==> config.mk <==
export PLATFORM = sky130hd
export DESIGN_NAME = cpos_div_cell
export DESIGN_NICKNAME = d
export VERILOG_FILES = /design/src/rtl/core/cpos_pkg.sv /design/src/rtl/core/cpos_div_cell.sv
export SDC_FILE = /design/constraint.sdc
export NUM_CORES = 1
export LEC_CHECK = 0
export ABC_AREA = 1
export CAP_MARGIN = 20
export CORE_AREA = 2 2 288 290
export DETAILED_ROUTE_END_ITERATION = 16
export DIE_AREA = 0 0 290 292
export DONT_BUFFER_PORTS = 1
export HOLD_SLACK_MARGIN = 0.1
export MAX_ROUTING_LAYER = met4
export PLACE_DENSITY = 0.3
export SYNTH_ARGS = -nofsm -noshare
export SYNTH_HDL_FRONTEND = slang
export SYNTH_SLANG_ARGS = --single-unit
==> constraint.sdc <==
create_clock -name clock -period 3.1 [get_ports clock]
set_input_delay 0.62 -clock clock [delete_from_list [all_inputs] [get_ports clock]]
set_output_delay 0.62 -clock clock [all_outputs]
set_load 0.005 [all_outputs]
==> src/rtl/core/cpos_pkg.sv <==
// ----------------------------------------------------------------------------
// cpos_pkg
// Shared types and constants for the closest-point-on-segment pipeline.
// ----------------------------------------------------------------------------
`default_nettype none

package cpos_pkg;

   localparam int COORD_W   = 32;
   localparam int DIFF_W    = COORD_W + 1;
   localparam int PROD_W    = 2 * DIFF_W;
   localparam int SUM_W     = PROD_W + 2;
   localparam int T_FRAC    = 30;
   localparam int T_W       = T_FRAC + 1;
   localparam int SCALE_W   = T_W + 1 + DIFF_W;
   localparam int NUM_AXES  = 3;
   localparam int NUM_CELLS = T_FRAC;
   localparam int FRONT_LAT = 4;
   localparam int BACK_LAT  = 2;
   localparam int LATENCY   = FRONT_LAT + NUM_CELLS + BACK_LAT;

   typedef logic signed [COORD_W-1:0] coord_type;
   typedef logic signed [DIFF_W-1:0]  diff_type;

   typedef enum logic [1:0] {
      MODE_DIV,
      MODE_ZERO,
      MODE_ONE,
      MODE_DEGEN
   } mode_type;

   // Transaction record handed from cell to cell
   typedef struct packed {
      logic                        valid;
      mode_type                    mode;
      logic [NUM_AXES-1:0][COORD_W-1:0] start;
      logic [NUM_AXES-1:0][DIFF_W-1:0]  dir;
      logic [SUM_W-1:0]            len2;
      logic [SUM_W-1:0]            rem;
      logic [T_W-1:0]              quo;
   } cell_type;

endpackage

`default_nettype wire

==> src/rtl/core/cpos_div_cell.sv <==
// ----------------------------------------------------------------------------
// cpos_div_cell
// One restoring-division step: develops one quotient bit of t.
// ----------------------------------------------------------------------------
`default_nettype none

module cpos_div_cell (
   input  wire logic          clock,
   input  wire logic          reset,
   input  wire cpos_pkg::cell_type cell_in,
   output cpos_pkg::cell_type cell_out
);
   import cpos_pkg::*;

   cell_type         cell_ff, next_in;
   logic [SUM_W:0]   shifted;
   logic             ge;

   always_comb begin
      shifted = {cell_in.rem, 1'b0};
      ge      = shifted >= {1'b0, cell_in.len2};
      next_in = cell_in;
      // valid is cleared synchronously while reset is high
      next_in.valid = cell_in.valid && !reset;
      next_in.rem = ge ? SUM_W'(shifted - {1'b0, cell_in.len2}) : shifted[SUM_W-1:0];
      next_in.quo = {cell_in.quo[T_W-2:0], ge};
   end

   always_ff @(posedge clock) begin
      cell_ff <= next_in;
   end

   assign cell_out = cell_ff;

   // partial remainder stays below the divisor
   a_rem_bound: assert property (@(posedge clock) disable iff (reset)
      (cell_ff.valid && cell_ff.mode == MODE_DIV) |-> (cell_ff.rem < cell_ff.len2))
      else $error("division remainder out of range");

endmodule

`default_nettype wire

==> flow_summary.ini <==
[hold_path]
hold_start = cell_in[37]
hp-class = input port to register

[global_routing]
globalRouteOverflowTotal = 0
grt_max_degree = 23
grt_pass1_vias = 14200
grt_first_pass_wirelength_um = 111000
gr-usage-met2_pct = 34.5
met1_usage_pct = 20.4
grt_antenna_before_repair = 6
gr-usage-met3_pct = 4.83
groute.usage.overall_pct = 19.1
grt.busiest_layer = met2

[logic_synthesis]
synth_cell_types = 28
synth_top_area_cell = dfxtp_1
synth.cell_area_mm2 = 0.0143
netlist_instances = 1892
ys_ff_latch = 365
synth.area.top_cells = dfxtp_1 51%, nand2_1 18%, inv_1 8.5%
seq_area_frac_synth_pct = 51.0
synth-main-ff-cell = dfxtp_1
synth.avg_cell_area_um2 = 7.57
synth_top_area_share_pct = 51.0
synth_nets = 2328
synth.most_common_cell = nand2_1
yosys_warnings = 0
async_flop_share_pct = 0
synth_edf_count = 0
synth.top_cells.by_count = 685 x nand2_1, 365 x dfxtp_1, 325 x inv_1

[layout]
seqCellArea_mm2 = 0.00731
multiInputGateArea_mm2 = 0.00563
area_growth_pct = 45.8
fillers = 8963
final_area_mm2 = 0.0209
largest_register_ffs = 365
layout.nets = 2758
layout-drive-gt1-share_pct = 8.58
instances_no_fill = 3426

[placement]
numPortBuffers = 0
place.gp.congestion = 0.877
dpl_cell_area_mm2 = 0.0164
dp.cells = 3044
dp_hpwl_um = 67800

[setup_path]
critPathMaxStageDelay_ns = 0.38
slowest_stage = a21oi_1
worstSetupEndpointType = register
critPathKind = input port to register
crit_path_cell_trace = inv_1 > ha_1 > a21oi_1 > o21ai_0 > nand2_1 > nand2_1 > a21oi_1 > nand3_2 > nand2_1 > nand2_4 > inv_2 > buf_4 > nand2_1 > nand2_1
cp_max_fo = 17
cp_num_buf_inv = 3
start_kind = input port
path_common_cell = nand2_1
arrival_ns = 3.03
critPathRequiredTime_ns = 3.62
cp_top_family = compound AO/OA/AOI/OAI gates
cp-startpoint = cell_in[147]

[floorplanning]
rows = 105
core-area_mm2 = 0.0816
io_pins = 732
die_h_um = 292
start_util_pct = 17.5
dieArea_mm2 = 0.0847
die_w_um = 290

[sta]
timing.fmax_ghz = 0.399
tightest_slew_ns = 0.491
slew-limit-headroom_pct = 67.2
rsz0062_at_grt = false
finalCriticalPeriod_ns = 2.51
tns_ns = 0
drv_slew = 0
setup_viol = 0
final_hold_viol_count = 0
period_share_pct = 80.9

[route]
vias = 13200
wl_per_cell_um = 23.6
detail-route-antenna-nets = 0
drtPass1Iterations = 5
drc = 0
drt-total-wl_um = 80900
viasPerCell = 3.86
drtIter0Drc = 517

[clock_tree]
cts_tree = yes
root_buffer = clkbuf_16
clockBufferDepth = 3
clkTransAtPathRegs_ns = 0.06
cts.sink_count = 365
cts_max_level = 2
cts_buffers = 43
cts_setup_buffers = 0

[power]
pwr_density_cell_mw_per_mm2 = 613
peakVddDrop_mv = 0.337
p_leak_nw = 10.3

[status]
outcome = complete, no violations

[flow_run]
cap_viol_max_count = 0
[power breakdown]
group	leakage (nW)	switching (W)	internal, W	total [W]
clock	0.712	0.00223	0.00303	0.00526
sequential	3.08	0.000372	0.00509	0.00546
combinational	6.48	0.00121	0.000853	0.00206
[cells in the final DEF, fill, tap and decap left out, types with 3 or more instances in the layout]
cell type and instances:
a21oi_1 76, buf_12 8, buf_4 88, bufinv_16 3, clkbuf_1 5, clkbuf_16 43, clkbuf_8 8, clkinv_2 5
clkinv_4 4, dfxtp_1 365, diode_2 3, dlygate4sd3_1 303, ha_1 68, inv_1 325, inv_2 17, inv_6 3
nand2_1 685, nand3_1 75, nand3b_1 15, nand4_1 9, nor2_1 131, nor2_2 9, nor3_1 10, nor3_2 3
nor4_1 6, o21ai_0 32, o21bai_1 8, xnor2_1 3, xor2_1 32
[stage by stage]
stage / total power (W) / utilization, % / hold slack (ns) / setup slack (ns)
finish: 0.0128 / 25.6 / 0.140 / 0.591
global route: 0.0134 / 25.6 / 0.108 / 0.357
CTS: 0.0130 / 25.6 / 0.100 / 0.605
detailed placement: 0.00735 / 20.1 / 0.648 / 0.00369
global placement: 0.00738 / 20.1 / 0.648 / 0.0124
floorplan: 0.00636 / - / 0.648 / 0.722
[cell families (layout without fill, tap and decap cells)]
kind of cell               after synthesis  count (layout)  share of synthesized area (%)
and+or+nand+nor                        949             949                           26.8
buffers and inverters                  356             817                           9.67
adders and majority gates               69              69                           6.08
AOI/OAI and AO/OA                      118             118                           4.28
DFF                                    365             365                           51.0
other                                    0               3                              0
xor gates and xnor gates                35              35                           2.14
[what timing repair did]
item | in CTS | in global routing
hold endpoints to repair | 303 | 0
resized for setup | 0 | 0
hold buffers | 303 | 0
[layer usage]
metal  up-vias  part of all wire [%]
li1       6579                     -
met1      6119                    39
met2       428                    52
met3        84                   5.9
met4         0                   3.3
met5         -                     0
[layout make-up]
type / count / area share [%]
clock inverters: 20 / 1.19
multi-input cells: 1171 / 27.0
well taps: 1070 / 6.41
flip-flops and latches: 365 / 35.0
diodes: 3 / 0.0360
repair buffers: 399 / 18.5
inverters: 342 / 6.15
clock buffers: 56 / 5.77
[final timing paths]
path	end	slack, ns	cells after the start
min	cell_out[38]$_DFF_P_	0.14	2
max	cell_out[45]$_DFF_P_	0.59	14
Power figures use the tool's default switching activity.
